[src/sv/wtpl_filter.sv]
`timescale 1ns / 1ps

module wtpl_filter #(
   parameter int unsigned FILT_W = 12
) (
   input  logic [FILT_W-1:0] sample,
   input  logic [FILT_W-1:0] filt,
   output logic [FILT_W-1:0] filt_next
);

   logic signed [FILT_W:0] diff;
   logic signed [FILT_W:0] diff_adj;
   logic signed [FILT_W:0] step;

   // move a quarter of the way toward the sample, quotient toward zero
   always_comb begin
      diff      = $signed({1'b0, sample}) - $signed({1'b0, filt});
      diff_adj  = diff + $signed({{(FILT_W-1){1'b0}}, diff[FILT_W], diff[FILT_W]});
      step      = diff_adj >>> 2;
      filt_next = filt + step[FILT_W-1:0];
   end

endmodule

[config.mk]
export PLATFORM = sky130hd
export DESIGN_NAME = wtpl_filter
export DESIGN_NICKNAME = d
export VERILOG_FILES = /design/src/sv/wtpl_filter.sv
export SDC_FILE = /design/constraint.sdc
export NUM_CORES = 1
export LEC_CHECK = 0
export BUFFER_PORTS_ARGS = -buffer_cell sky130_fd_sc_hd__buf_4
export CORE_AREA = 2 2 59 61
export DETAILED_ROUTE_END_ITERATION = 7
export DIE_AREA = 0 0 61 63
export PLACE_DENSITY = 0.76
export SETUP_SLACK_MARGIN = 0.02
export SLEW_MARGIN = 20
export SYNTH_ARGS = -nofsm -noshare
export SYNTH_HDL_FRONTEND = slang
export SYNTH_SLANG_ARGS = --single-unit
[constraint.sdc]
create_clock -name vclk -period 6.5
set_input_delay 1.3 -clock vclk [all_inputs]
set_output_delay 1.3 -clock vclk [all_outputs]
set_load 0.05 [all_outputs]
==> impl_metrics.json <==
{
  "setup_viol": 7,
  "violations": "setup timing",
  "hold_start": "filt[0]",
  "seq_area_um2": 0,
  "ant_nets": 0,
  "drt-total-wl_um": 5780,
  "p_per_area_mw_per_mm2": 271,
  "syn-instance-count": 210,
  "dieArea_mm2": 0.00384,
  "routed-via-count": 2006,
  "slew_violations": 0,
  "final_nets": 357,
  "area_growth_pct": 70.9,
  "timing.fmax_mhz": 141,
  "multi_input_area_mm2": 0.00172,
  "io_buffers": 36,
  "status": "finished with violations",
  "synth_cell_type_count": 54,
  "dr.pass1.iters": 4,
  "arrival_ps": 5790,
  "routabilityCongestion": 0.850,
  "grt-ovfl-total": 0,
  "antenna_found_initial": 0,
  "cp_slowest_cell": "a2111oi_4",
  "syn_area_per_cell_um2": 7.35,
  "wl_per_cell_um": 16.5,
  "grt_pass1_vias": 1728,
  "die_h_um": 63,
  "critPathRequiredTime_ps": 5200,
  "die_w_um": 61,
  "syn_area_mm2": 0.00154,
  "drtIter0Drc": 126,
  "initial_core_util_pct": 47.8,
  "finalHoldViolCount": 0,
  "rows": 21,
  "maxSlewHeadroom_pct": 67.3,
  "crit_family": "compound AO/OA/AOI/OAI gates",
  "n_antenna_cell": 0,
  "crit_path_cell_trace": "buf_8 > inv_8 > ha_4 > fa_2 > nor2b_4 > o31a_4 > o21ai_4 > o21ai_2 > inv_1 > ha_1 > nand2b_1 > o41ai_4 > o211ai_2 > a2111oi_4 > buf_4 > xor2_1 > ha_1 > and3_4 > nand3_4 > a31oi_4 > xnor2_2 > xnor3_2 > buf_8",
  "dp_slack_ps": -277,
  "postCtsHoldBufs": 0,
  "setup_ws_ps": -591,
  "min_period_ps": 7090,
  "post-route-period-util_pct": 109,
  "leakagePower_nw": 1.21,
  "clock_buffers": 0,
  "hold_class": "in2out",
  "coreArea_mm2": 0.00323,
  "crit_path_end_kind": "output pin",
  "tightest_slew_ps": 487,
  "synth_fp_nets": 261,
  "grt_first_pass_wirelength_um": 7490,
  "io_pins": 36,
  "drc_errors": 0,
  "maxCapViolations": 0,
  "place_hpwl_um": 3630,
  "cp.buffers_inverters": 5,
  "grt_util_all_layers_pct": 24.3,
  "startpoint": "sample[0]",
  "cp-start-kind": "primary input",
  "ir_drop_mv": 0.284,
  "worstSetupPathType": "in2out",
  "fillCellCount": 213,
  "grt_max_degree": 10,
  "rsz0062_at_grt": "yes",
  "seq_cells": 0,
  "cp_max_fo": 5,
  "worst_path_largest_cell_delay_ps": 480,
  "vias_per_cell": 5.73,
  "final_util_pct": 81.6,
  "drive_gt1_share_pct": 49.3,
  "yosysSeqAreaShare_pct": 0,
  "ys_warn_count": 0
}
per-stage QoR:
| step | instances | setup TNS (ps) | hold slack [ps] | power [mW] | cell area, um^2 |
|---|---|---|---|---|---|
| 2_1_floorplan | 210 | -698 | 2960 | 0.402 | 1640 |
| 4_1_cts | 343 | -576 | 3080 | 0.616 | 2410 |
| 6_report | 350 | -2750 | 3090 | 0.715 | 2640 |
| 3_5_place_dp | 331 | -745 | 3020 | 0.573 | 2260 |
| 5_1_grt | 350 | -3720 | 3100 | 0.749 | 2640 |
| 3_3_place_gp | 331 | -303 | 3020 | 0.564 | 2260 |
layer usage:
layer  track usage (%)  vias up  share of wire (%)
li1                  -      958                  -
met1              30.9      964                 39
met2              45.3       68                 55
met3             0.828       16                3.7
met4              2.17        0                2.1
met5                 0        -                  0
final timing paths:
kind	slack [ps]	endpoint	depth (start not counted)
min	3090	filt_next[0]	4
max	-590	filt_next[11]	23
area by class of cell:
class | instances | share of cell area [%]
Inverter | 20 | 3.13
Multi-Input combinational cell | 185 | 65.1
Tap cell | 46 | 2.18
Timing Repair Buffer | 99 | 29.6
synth_stat cells, types with 3 or more instances:
cell type / count / area (um^2)
nor2_1: 21 / 78.8
inv_1: 20 / 75.1
nand2b_1: 7 / 43.8
clkbuf_1: 3 / 11.3
o21a_1: 7 / 52.6
a211oi_1: 6 / 45.0
o21ai_0: 12 / 60.1
xor2_1: 5 / 43.8
a21boi_0: 3 / 22.5
a21o_1: 3 / 22.5
a21oi_1: 12 / 60.1
nor3_1: 8 / 40.0
nand3_1: 4 / 20.0
and3_1: 3 / 18.8
ha_1: 25 / 313
xnor2_1: 17 / 149
nand2_1: 7 / 26.3
or2_2: 3 / 18.8
kinds of logic after synthesis:
group	share of synthesized area [%]
multiplexers	0.648
AND/OR/NAND/NOR	25.5
adder cells (fa/ha/maj)	22.9
buffers and inverters	7.45
XOR/XNOR	13.9
AO/OA/AOI/OAI	29.6
where the power goes:
part	total (mW)	switching, mW	leakage [nW]	internal (mW)
Sequential	0	0	0	0
Clock	0	0	0	0
Combinational	0.715	0.407	1.21	0.308
placed cells by master (no fill, tap or decap), types with 3 or more instances in the layout:
cell type,n
nand2b_1,6
o21a_1,7
nor2_1,19
buf_4,92
inv_1,19
xor2_1,4
buf_6,4
or2_4,3
and3_4,3
nor3_1,7
buf_8,3
o21ai_0,8
ha_4,4
a211oi_1,5
a21oi_4,4
a21o_1,3
xnor2_1,15
o21ai_2,3
nand2_1,7
ha_1,19
a21oi_1,6
what timing repair did:
action                                  in CTS  in global routing
endpoints found under the setup margin       5                  7
pin swaps                                   13                 25
setup buffers                               12                  8
resized for setup                           13                 33
Note: power is estimated with default switching activity, not from simulation.
