[config.mk]
export PLATFORM = sky130hd
export DESIGN_NAME = wtpl_setpoint
export DESIGN_NICKNAME = d
export VERILOG_FILES = /design/src/sv/wtpl_pkg.sv /design/src/sv/wtpl_setpoint.sv
export SDC_FILE = /design/constraint.sdc
export NUM_CORES = 1
export LEC_CHECK = 0
export CORE_UTILIZATION = 30
export DETAILED_ROUTE_END_ITERATION = 10
export DONT_BUFFER_PORTS = 1
export RECOVER_POWER = 50
export SYNTH_ARGS = -nofsm -noshare
export SYNTH_HDL_FRONTEND = slang
export SYNTH_SLANG_ARGS = --single-unit
[constraint.sdc]
create_clock -name vclk -period 7.3
set_input_delay 1.095 -clock vclk [all_inputs]
set_output_delay 1.095 -clock vclk [all_outputs]
set_load 0.02 [all_outputs]
[src/sv/wtpl_pkg.sv]
`timescale 1ns / 1ps

package wtpl_pkg;

   // configuration register indexes
   typedef enum logic [7:0] {
      REG_PROP_GAIN    = 8'd0,
      REG_INTEG_GAIN   = 8'd1,
      REG_WIRE_GAUGE   = 8'd2,
      REG_SPOOL_DIAM   = 8'd3
   } csr_index_type;

   localparam int unsigned SAMPLE_PORT_W = 12;
   localparam int unsigned DUTY_W        = 14;
   localparam int unsigned TARGET_W      = 13;
   localparam int unsigned GAIN_W        = 16;
   localparam int unsigned GAUGE_W       = 8;
   localparam int unsigned DIAM_W        = 11;

   localparam logic [DUTY_W-1:0]   DUTY_MAX       = 14'd10000;
   localparam logic [TARGET_W-1:0] TARGET_CAP     = 13'd6000;
   localparam logic [TARGET_W-1:0] TARGET_DEFAULT = 13'd4800;
   localparam logic [GAUGE_W-1:0]  GAUGE_LOW      = 8'd25;
   localparam logic [GAUGE_W-1:0]  GAUGE_HIGH     = 8'd40;

   // register reset values
   localparam logic [GAUGE_W-1:0]  GAUGE_RESET = 8'd40;
   localparam logic [DIAM_W-1:0]   DIAM_RESET  = 11'd10;

   // base current setpoint for gauges 25 through 40, others use the default
   function automatic logic [TARGET_W-1:0] base_target(input logic [GAUGE_W-1:0] awg);
      logic [3:0]          idx;
      logic [TARGET_W-1:0] val;
      idx = 4'(awg - GAUGE_LOW);
      case (idx)
         4'd0:    val = 13'd3500;
         4'd1:    val = 13'd3200;
         4'd2:    val = 13'd2900;
         4'd3:    val = 13'd2800;
         4'd4:    val = 13'd2700;
         4'd5:    val = 13'd2600;
         4'd6:    val = 13'd2500;
         4'd7:    val = 13'd2400;
         4'd8:    val = 13'd2300;
         4'd9:    val = 13'd2200;
         4'd10:   val = 13'd2100;
         4'd11:   val = 13'd2000;
         4'd12:   val = 13'd1800;
         4'd13:   val = 13'd1700;
         4'd14:   val = 13'd1600;
         default: val = 13'd1500;
      endcase
      if (awg < GAUGE_LOW || awg > GAUGE_HIGH) begin
         val = TARGET_DEFAULT;
      end
      return val;
   endfunction

endpackage

[src/sv/wtpl_setpoint.sv]
`timescale 1ns / 1ps

module wtpl_setpoint (
   input  logic [wtpl_pkg::GAUGE_W-1:0]  wire_gauge,
   input  logic [wtpl_pkg::DIAM_W-1:0]   spool_diam,
   output logic [wtpl_pkg::TARGET_W-1:0] target
);

   localparam int unsigned RAW_W = wtpl_pkg::TARGET_W + 1;

   logic [RAW_W-1:0] diam_x3;
   logic [RAW_W-1:0] raw;

   // table base plus three per diameter unit, capped
   always_comb begin
      diam_x3 = RAW_W'({spool_diam, 1'b0}) + RAW_W'(spool_diam);
      raw     = RAW_W'(wtpl_pkg::base_target(wire_gauge)) + diam_x3;
      if (raw > RAW_W'(wtpl_pkg::TARGET_CAP)) begin
         target = wtpl_pkg::TARGET_CAP;
      end else begin
         target = raw[wtpl_pkg::TARGET_W-1:0];
      end
   end

endmodule

==> results.yml <==
min_path:
  min_path_type: "in2out"
job:
  max_cap_violations: 0
die:
  chipHeight_um: 68.0
  initial_standard_cell_utilization_of_the_core_pct: 31.9
  dieArea_mm2: 0.00462
  io_pins: 32
  core_footprint_mm2: 0.00409
  floorplan.rows: 23
  chipWidth_um: 68.0
synthesis:
  top_cell_type_by_total_area_after_synthesis: "sky130_fd_sc_hd__ha_1"
  netlist-cell-type-count: 41
  yosys-top-cells-area: "sky130_fd_sc_hd__ha_1, sky130_fd_sc_hd__fa_1, sky130_fd_sc_hd__nor2_1, sky130_fd_sc_hd__o21ai_0, sky130_fd_sc_hd__a21oi_1"
  ys_warn_count: 0
  synth_common_cells: "sky130_fd_sc_hd__ha_1, sky130_fd_sc_hd__nor2_1, sky130_fd_sc_hd__o21ai_0, sky130_fd_sc_hd__a21oi_1, sky130_fd_sc_hd__inv_1"
  fraction_of_post_synthesis_cell_area_in_the_top_cell_type_by_area_pct: 21.1
  post-synth-top-count-cell: "sky130_fd_sc_hd__ha_1"
  synth.avg_cell_area_um2: 8.01
  synth.yosys.seq_area_share_pct: 0
  synthCells: 163
  post_synth_instance_area_mm2: 0.00131
  postSynthNetCount: 214
sta:
  max_freq_mhz: 153
  tns_ns: 0
  worst_hold_slack_ns: 2.44
  report.final.slew_viol_count: 0
  rsz0062_at_grt: "no"
  slew-limit-headroom_pct: 49.7
  worstMarginPinSlew_ns: 0.750
  finalHoldViolCount: 0
  setup_viol: 0
  finalCritPeriodShare_pct: 89.5
  final.min_clock_period_ns: 6.53
  finalWorstSetupSlack_ns: 0.766
grt:
  via_count_of_the_first_global_routing_pass: 1057
  wire_length_of_the_first_global_routing_pass_um: 4770
  grt_max_degree: 15
  grt-ovfl-total: 0
  global_route.usage.total_pct: 12.8
  grt_antenna_before_repair: 0
critical_path:
  crit_family: "adder cells"
  cp_cell_sequence: "inv_1, ha_1, inv_1, ha_1, inv_1, o21ai_0, a21oi_1, fa_1, ha_1, fa_1, a211oi_1, o21ai_0, a221oi_1, xnor2_1, or2_0, nor2_1"
  critPathCaptureType: "output port"
  critical_path_peak_fanout: 12
  slowest_stage: "sky130_fd_sc_hd__ha_1"
  criticalPathCategory: "in2out"
  critPathBufInv: 3
  max_stage_delay_ns: 0.48
  worstPathArrival_ns: 5.44
  critPathLaunchType: "primary input"
  crit_required_ns: 6.20
drt:
  drc: 0
  drt-pass1-iter-count: 4
  detail-route-antenna-nets: 0
  wl_um: 2850
  post_drt_via_cell_ratio: 5.46
  vias: 1168
  drt-wirelength-per-cell_um: 13.3
  detail_route.iter0.violations: 33
finish:
  stdcell_count: 214
  number_of_diodes_added_for_antenna_fixing: 0
  final_net_count: 217
  final_layout_size_suffix_gt1_share_pct: 7.93
  clockBufferCount: 0
  register_area_um2: 0
  design.seq.count: 0
  area_growth_syn_to_layout_pct: 5.08
place:
  placement.setup.worst_slack_ns: 1.06
  io_buffer_count: 0
  final_weighted_congestion_of_routability_driven_global_placement: 0.816
  dpl.cell_count: 214
  hpwl_detailed_um: 2420
power_and_ir_drop:
  worst_ir_drop_vdd_mv: 0.0449
  p_leak_nw: 0.594
  cellPowerDensity_mw_per_mm2: 147
status:
  status: "complete, no violations"
clocking:
  cts.repair_timing.setup_buffer_count: 0
  cts_hold_buffers: 0
  cts.repair.resized: 0
## final timing paths
path	from	endpoint	slack, ns	cells past startpoint
worst max-delay path	wire_gauge[0]	target[11]	0.77	16
worst min-delay path	spool_diam[0]	target[0]	2.44	3
## metal layers
layer	wire length, µm	vias to the layer above	GRT usage, %
li1	-	597	-
met1	1270	556	16.5
met2	1450	15	24.3
met3	127	0	1.00
met4	0	0	0
met5	0	-	0
## cell usage in the layout (no fill, tap or decap), types with 2 or more instances in the layout
master                     instances
sky130_fd_sc_hd__nor4_1            2
sky130_fd_sc_hd__nand3_1           2
sky130_fd_sc_hd__xnor2_1           3
sky130_fd_sc_hd__nor3_1            5
sky130_fd_sc_hd__a21oi_1          13
sky130_fd_sc_hd__mux2i_1           2
sky130_fd_sc_hd__o211ai_1          2
sky130_fd_sc_hd__nand2b_1          4
sky130_fd_sc_hd__inv_1            11
sky130_fd_sc_hd__nor2_1           20
sky130_fd_sc_hd__a211o_1           4
sky130_fd_sc_hd__o21ai_0          15
sky130_fd_sc_hd__a221oi_1          2
sky130_fd_sc_hd__a211oi_1          7
sky130_fd_sc_hd__nand2_1           8
sky130_fd_sc_hd__ha_1             22
sky130_fd_sc_hd__fa_1             10
sky130_fd_sc_hd__buf_4             5
sky130_fd_sc_hd__o21a_1            2
sky130_fd_sc_hd__xor2_1            7
## cells by family (layout without fill, tap and decap cells)
family,count (synthesis),after routing,share of synthesized area [%]
compound gates,56,56,32.4
simple gates,47,47,16.8
fa+ha+maj,32,32,36.4
buf+inv,15,16,4.31
xor+xnor,11,11,8.53
mux,2,2,1.53
## stage by stage
| stage | total power, mW | instance area, µm² | util (%) |
|---|---|---|---|
| 6_report | 0.202 | 1370 | 33.6 |
| 5_1_grt | 0.226 | 1370 | 33.6 |
| 4_1_cts | 0.207 | 1390 | 34.0 |
| 3_5_place_dp | 0.206 | 1390 | 34.0 |
| 3_3_place_gp | 0.206 | 1390 | 34.0 |
| 2_1_floorplan | 0.171 | 1310 | - |
## final cells by class
type / instances / area, µm²
fillers: 454 / 2720
inverters: 11 / 41.3
multi-input cells: 148 / 1230
well taps: 50 / 62.6
repair buffers: 5 / 37.5
## where the power goes
group	internal (mW)	switching [mW]	total [mW]	leakage, nW
Clock	0	0	0	0
Combinational	0.0732	0.129	0.202	0.594
Sequential	0	0	0	0
## worst min-delay path, cell delays in order
cell and delay [ns]:
sky130_fd_sc_hd__inv_1 0.06, sky130_fd_sc_hd__a211oi_1 0.04, sky130_fd_sc_hd__buf_4 0.15
Note: power is estimated with default switching activity, not from simulation.
