## config.mk

```make
export PLATFORM = sky130hd
export DESIGN_NAME = wtpl_pi_core
export DESIGN_NICKNAME = d
export VERILOG_FILES = /design/src/sv/wtpl_pkg.sv /design/src/sv/wtpl_pi_core.sv
export SDC_FILE = /design/constraint.sdc
export NUM_CORES = 1
export LEC_CHECK = 0
export BUFFER_PORTS_ARGS = -buffer_cell sky130_fd_sc_hd__buf_4
export CELL_PAD_IN_SITES_DETAIL_PLACEMENT = 1
export CELL_PAD_IN_SITES_GLOBAL_PLACEMENT = 2
export CORE_ASPECT_RATIO = 1.2
export CORE_MARGIN = 4
export CORE_UTILIZATION = 44
export DETAILED_ROUTE_END_ITERATION = 10
export PLACE_DENSITY = 0.92
export SETUP_SLACK_MARGIN = 0.1
export SLEW_MARGIN = 30
export SYNTH_ARGS = -nofsm -noshare
export SYNTH_HDL_FRONTEND = slang
export SYNTH_SLANG_ARGS = --single-unit
```

## constraint.sdc

```tcl
create_clock -name vclk -period 51.3
set_clock_uncertainty 0.15 [all_clocks]
set_input_delay 12.825 -clock vclk [all_inputs]
set_output_delay 12.825 -clock vclk [all_outputs]
set_load 0.005 [all_outputs]
```

## src/sv/wtpl_pkg.sv

```systemverilog
`timescale 1ns / 1ps

package wtpl_pkg;

   // configuration register indexes
   typedef enum logic [7:0] {
      REG_PROP_GAIN    = 8'd0,
      REG_INTEG_GAIN   = 8'd1,
      REG_WIRE_GAUGE   = 8'd2,
      REG_SPOOL_DIAM   = 8'd3
   } csr_index_type;

   localparam int unsigned SAMPLE_PORT_W = 12;
   localparam int unsigned DUTY_W        = 14;
   localparam int unsigned TARGET_W      = 13;
   localparam int unsigned GAIN_W        = 16;
   localparam int unsigned GAUGE_W       = 8;
   localparam int unsigned DIAM_W        = 11;

   localparam logic [DUTY_W-1:0]   DUTY_MAX       = 14'd10000;
   localparam logic [TARGET_W-1:0] TARGET_CAP     = 13'd6000;
   localparam logic [TARGET_W-1:0] TARGET_DEFAULT = 13'd4800;
   localparam logic [GAUGE_W-1:0]  GAUGE_LOW      = 8'd25;
   localparam logic [GAUGE_W-1:0]  GAUGE_HIGH     = 8'd40;

   // register reset values
   localparam logic [GAUGE_W-1:0]  GAUGE_RESET = 8'd40;
   localparam logic [DIAM_W-1:0]   DIAM_RESET  = 11'd10;

   // base current setpoint for gauges 25 through 40, others use the default
   function automatic logic [TARGET_W-1:0] base_target(input logic [GAUGE_W-1:0] awg);
      logic [3:0]          idx;
      logic [TARGET_W-1:0] val;
      idx = 4'(awg - GAUGE_LOW);
      case (idx)
         4'd0:    val = 13'd3500;
         4'd1:    val = 13'd3200;
         4'd2:    val = 13'd2900;
         4'd3:    val = 13'd2800;
         4'd4:    val = 13'd2700;
         4'd5:    val = 13'd2600;
         4'd6:    val = 13'd2500;
         4'd7:    val = 13'd2400;
         4'd8:    val = 13'd2300;
         4'd9:    val = 13'd2200;
         4'd10:   val = 13'd2100;
         4'd11:   val = 13'd2000;
         4'd12:   val = 13'd1800;
         4'd13:   val = 13'd1700;
         4'd14:   val = 13'd1600;
         default: val = 13'd1500;
      endcase
      if (awg < GAUGE_LOW || awg > GAUGE_HIGH) begin
         val = TARGET_DEFAULT;
      end
      return val;
   endfunction

endpackage

```

## src/sv/wtpl_pi_core.sv

```systemverilog
`timescale 1ns / 1ps

module wtpl_pi_core #(
   parameter int unsigned FILT_W = 12
) (
   input  logic [FILT_W-1:0]                   pv,
   input  logic [FILT_W-1:0]                   prev_pv,
   input  logic [wtpl_pkg::TARGET_W-1:0]       target,
   input  logic [wtpl_pkg::DUTY_W-1:0]         duty_acc,
   input  logic signed [wtpl_pkg::GAIN_W-1:0]  prop_gain,
   input  logic signed [wtpl_pkg::GAIN_W-1:0]  integ_gain,
   input  logic                                run,
   output logic [wtpl_pkg::DUTY_W-1:0]         duty
);

   localparam int unsigned DIFF_W = FILT_W + 1;
   localparam int unsigned ERR_W  =
      ((FILT_W > wtpl_pkg::TARGET_W) ? FILT_W : wtpl_pkg::TARGET_W) + 2;
   localparam int unsigned PP_W   = DIFF_W + wtpl_pkg::GAIN_W;
   localparam int unsigned PI_W   = ERR_W + wtpl_pkg::GAIN_W;
   localparam int unsigned SUM_W  = PI_W + 2;

   logic signed [DIFF_W-1:0] diff;
   logic signed [ERR_W-1:0]  err;
   logic signed [PP_W-1:0]   prod_p;
   logic signed [PI_W-1:0]   prod_i;
   logic signed [PP_W-1:0]   half_p;
   logic signed [PI_W-1:0]   half_i;
   logic signed [SUM_W-1:0]  sum;

   // measurement change and setpoint error
   always_comb begin
      diff = $signed({1'b0, prev_pv}) - $signed({1'b0, pv});
      err  = $signed(ERR_W'(target)) - $signed(ERR_W'(pv));
   end

   // gain products, halved toward zero
   always_comb begin
      prod_p = diff * prop_gain;
      prod_i = err * integ_gain;
      half_p = (prod_p + $signed({{(PP_W-1){1'b0}}, prod_p[PP_W-1]})) >>> 1;
      half_i = (prod_i + $signed({{(PI_W-1){1'b0}}, prod_i[PI_W-1]})) >>> 1;
   end

   // accumulate and clamp
   always_comb begin
      sum = $signed(SUM_W'(duty_acc)) + SUM_W'(half_p) + SUM_W'(half_i);
      if (!run || sum[SUM_W-1]) begin
         duty = '0;
      end else if (sum > $signed(SUM_W'(wtpl_pkg::DUTY_MAX))) begin
         duty = wtpl_pkg::DUTY_MAX;
      end else begin
         duty = sum[wtpl_pkg::DUTY_W-1:0];
      end
   end

endmodule

```

==> out/metrics.yaml, run 1 <==
wirelength_um: 64450
grt_pass1_wl_um: 107300
layout_common_cells: "inv_1, fa_1, nand2_1, ha_1, buf_4"
whs_path_depth: 5
synth_area_leaders: "fa_1, ha_1, inv_1"
avgSynthCellArea_um2: 8.245
status: "complete, no violations"
grt_max_degree: 36
seq_area_um2: 0
ant_nets: 0
finalSetupTns_ps: 0
crit_type: "in -> out"
core_area_mm2: 0.04922
rsz0062_at_grt: "false"
cp_data_required_time_ps: 38330
yosysSeqAreaShare_pct: 0
path_max_fanout: 16
die_area_mm2: 0.05343
viasPerCell: 5.564
start_kind: "primary input"
drv_slew: 0
wl_per_cell_um: 19.56
first_pass_iters: 5
yosysTopAreaCell: "fa_1"
drc: 0
port_buffers: 98
ios: 98
synth_top_area_share_pct: 39.57
start_util_pct: 44.51
n_antenna_cell: 0
setup_violations: 0
antenna_found_initial: 0
cpMaxStageDelayCell: "fa_1"
rows: 89
hold_violations: 0
endpoint_kind: "output pin"
die-width_um: 211.7
final_nets: 3391
min_period_ps: 39180
syn_inst: 2657
worstMarginPinSlew_ps: 951.7
max_stage_delay_ps: 560
period_share_pct: 76.37
cts_setup_buffers: 0
nFillCells: 6014
area_growth_pct: 5.957
drive_gt1_share_pct: 6.170
grt_usage_pct: 24.47
grt_pass1_vias: 21190
synth_cell_type_count: 79
slew_headroom_pct: 35.74
max_freq_mhz: 25.52
multi_input_area_mm2: 0.01962
worst_hold_path_type: "in -> out"
clockBufferCount: 0
synth_area_mm2: 0.02191
yosys_warnings: 0
worstPathArrival_ps: 26200
holdBufCountCts: 0
fp.dieH_um: 252.4
cts-resized-gates: 0
post-dp-hpwl_um: 55750
final_common_cell: "inv_1"
drtIter0Drc: 653
overflow: 0
vias: 18330
synth_fp_nets: 3388
crit_top_cell: "fa_1"
seq_cell_count: 0
gp_congestion: 0.8709
maxCapViolations: 0
-- through the flow --
stage	util [%]	cells	worst slack [ps]	hold WS [ps]	instance area, um^2
after detailed placement	47.13	3295	12100	26100	23200
final	47.16	3295	12120	26100	23210
after global placement	47.12	3295	12730	26070	23190
after floorplan	-	2657	13900	25790	21910
after CTS	47.13	3295	12040	26110	23200
after global routing	47.16	3295	10900	26160	23210
-- cells in the mapped netlist (15+ instances only) --
cell,count
a211oi_1,16
a21o_1,27
a21oi_1,94
and2_1,103
and3_1,16
clkbuf_1,105
fa_1,433
ha_1,214
inv_1,502
mux2i_1,16
nand2_1,357
nand2b_1,50
nand3_1,46
nand4_1,37
nor2_1,92
nor2b_1,60
nor3_1,21
nor4_1,21
o211ai_1,26
o21a_1,15
o21ai_0,61
o31ai_1,20
xnor2_1,88
xor2_1,56
-- cell families after synthesis --
group | synth area share (%)
multiplexers | 0.9881
buffers and inverters | 10.73
AND/OR/NAND/NOR | 19.70
XOR/XNOR | 5.757
AO/OA/AOI/OAI | 11.04
adder cells (fa/ha/maj) | 51.79
-- worst paths after layout --
| check | from | end |
|---|---|---|
| max | target[0] | duty[6] |
| min | duty_acc[0] | duty[0] |
-- layer usage --
layer,global-route usage [%],vias up,share of wire [%]
li1,-,8432,-
met1,27.89,9463,38
met2,48.53,310,56
met3,1.490,129,2.5
met4,7.069,0,3.5
met5,0,-,0
-- worst max-delay path: cells and delay by family --
family,cells,cell delay [ps]
and+or+nand+nor,15,3710
AOI/OAI and AO/OA,13,3200
buffers and inverters,8,800
adders and majority gates,12,5110
xor gates and xnor gates,3,540
-- layout make-up --
| class | count | area share (%) |
|---|---|---|
| repair buffers | 121 | 3.914 |
| inverters | 502 | 8.118 |
| well taps | 637 | 3.434 |
| multi-input cells | 2035 | 84.53 |
Power of run 1 is left out: the tool's default activity adds up to more than one toggle a clock period on the data nets, which glitch-free logic cannot reach.
==> run 2: changes to the inputs <==
Settings changed: ABC_AREA set to 1, CORE_UTILIZATION 44 to 35, PLACE_DENSITY 0.92 to 0.82.
Clock period 51.3 ns to 33 ns, I/O delays scaled along.
==> out/metrics.yaml, run 2 <==
wl_per_cell_um: 18.29  # -6.5%
synth_top_area_share_pct: 39.14  # -0.43 points
cp_data_required_time_ps: 24600  # -13730 ps
yosys-top-cells-count: "inv_1, nand2_1, fa_1, nor2_1, ha_1"
gp_congestion: 0.9107  # +4.6%
worstMarginPinSlew_ps: 811.6  # -140.2 ps
rows: 100  # +12%
synth_area_leaders: "fa_1, inv_1, ha_1"
vias: 19560  # +6.7%
start_kind: "primary input"
ios: 98  # unchanged
viasPerCell: 4.982  # -10%
setup_ws_ps: 4335  # -7787 ps
holdBufCountCts: 0  # unchanged
period_share_pct: 86.86
overflow: 0  # unchanged
max_stage_delay_ps: 560  # about the same
setup_violations: 0  # unchanged
yosysTopAreaCell: "fa_1"
fin_cells: 3926  # +19%
whs_ps: 16860  # -9240 ps
seq_cell_count: 0  # unchanged
drc: 0  # unchanged
seq_area_um2: 0  # unchanged
busiest_layer: "met2"
core_area_mm2: 0.06231  # +27%
layout_common_cells: "inv_1, nand2_1, fa_1, nor2_1, ha_1"
placed_cells: 3926  # +19%
crit_top_cell: "inv_1"
maxCapViolations: 0  # unchanged
avgSynthCellArea_um2: 7.219  # -12%
nFillCells: 7993  # +33%
drive_gt1_share_pct: 6.431  # +0.26 points
final_nets: 3843  # +13%
ant_nets: 0  # unchanged
grt_usage_pct: 21.48  # -3.0 points
first_pass_iters: 6  # +1
n_antenna_cell: 0  # unchanged
start_util_pct: 35.55  # -9.0 points
post-dp-hpwl_um: 65040  # +17%
syn_inst: 3068  # +15%
min_period_ps: 28660
max_freq_mhz: 34.89
clockBufferCount: 0  # unchanged
synth_cell_type_count: 55  # -30%
slew_headroom_pct: 45.90  # +10 points
cts_setup_buffers: 0  # unchanged
grt_pass1_vias: 22650  # +6.9%
dpl_worst_slack_ps: 4404  # -7696 ps
yosys_warnings: 0  # unchanged
drv_slew: 0  # unchanged
antenna_found_initial: 0  # unchanged
port_buffers: 98  # unchanged
grt_pass1_wl_um: 117700  # +9.7%
grt_util_met2_pct: 41.17  # -7.4 points
die_area_mm2: 0.06739  # +26%
synth_most_common_cell: "inv_1"
crit_type: "in -> out"
path_max_fanout: 14  # -2
grt_max_degree: 17  # -53%
drtIter0Drc: 702  # +7.5%
synth_fp_nets: 3799  # +12%
synth_area_mm2: 0.02215  # +1.1%
finalSetupTns_ps: 0  # unchanged
worstPathArrival_ps: 20260  # -5940 ps
met1_usage_pct: 25.73  # -2.2 points
endpoint_kind: "output pin"
rsz0062_at_grt: "false"
fp.dieH_um: 283.6  # +12%
status: "complete, no violations"
worst_hold_path_type: "in -> out"
area_growth_pct: 7.072
cpMaxStageDelayCell: "fa_1"
hold_violations: 0  # unchanged
die-width_um: 237.6  # +12%
met3_usage_pct: 1.322  # -0.17 points
yosysSeqAreaShare_pct: 0  # unchanged
cts-resized-gates: 0  # unchanged
final_common_cell: "inv_1"
wirelength_um: 71790  # +11%
run 2: path summary, 6_finish.rpt:
kind | startpoint | end | slack [ps] | depth (start not counted)
max | pv[0] | duty[1] | 4340 | 60
min | run | duty[8] | 16860 | 4
run 2: cell type report:
| type | instances | area [um^2] | area share [%] |
|---|---|---|---|
| inverters | 769 | 2887 | 12.17 |
| well taps | 816 | 1021 | 4.305 |
| repair buffers | 104 | 780.7 | 3.292 |
| multi-input cells | 2237 | 19030 | 80.23 |
run 2: cells by family after synthesis:
logic type | Yosys count | synth area share [%]
adder cells (fa/ha/maj) | 647 | 51.23
AO/OA/AOI/OAI | 212 | 5.655
buffers and inverters | 831 | 14.09
XOR/XNOR | 106 | 4.564
AND/OR/NAND/NOR | 1272 | 24.46
run 2: worst max-delay path: cells and delay by family:
family                   cells  cell delay [ps]
AND/OR/NAND/NOR             27             4710
adder cells (fa/ha/maj)     12             4580
buffers and inverters       13             1150
AO/OA/AOI/OAI                7             1240
XOR/XNOR                     1              290
run 2: routing by layer:
layer  share of wire [%]  up-vias
met5                   0        -
met4                 3.6        0
met3                 2.9      126
met2                  53      354
met1                  41     9863
li1                    -     9216
run 2: metrics by stage:
step	area, um^2	utilization [%]
after floorplan	22150	-
after global placement	23720	38.06
after detailed placement	23720	38.06
after CTS	23720	38.06
after global routing	23720	38.06
final	23720	38.06
Power of run 2 is left out for the same reason.
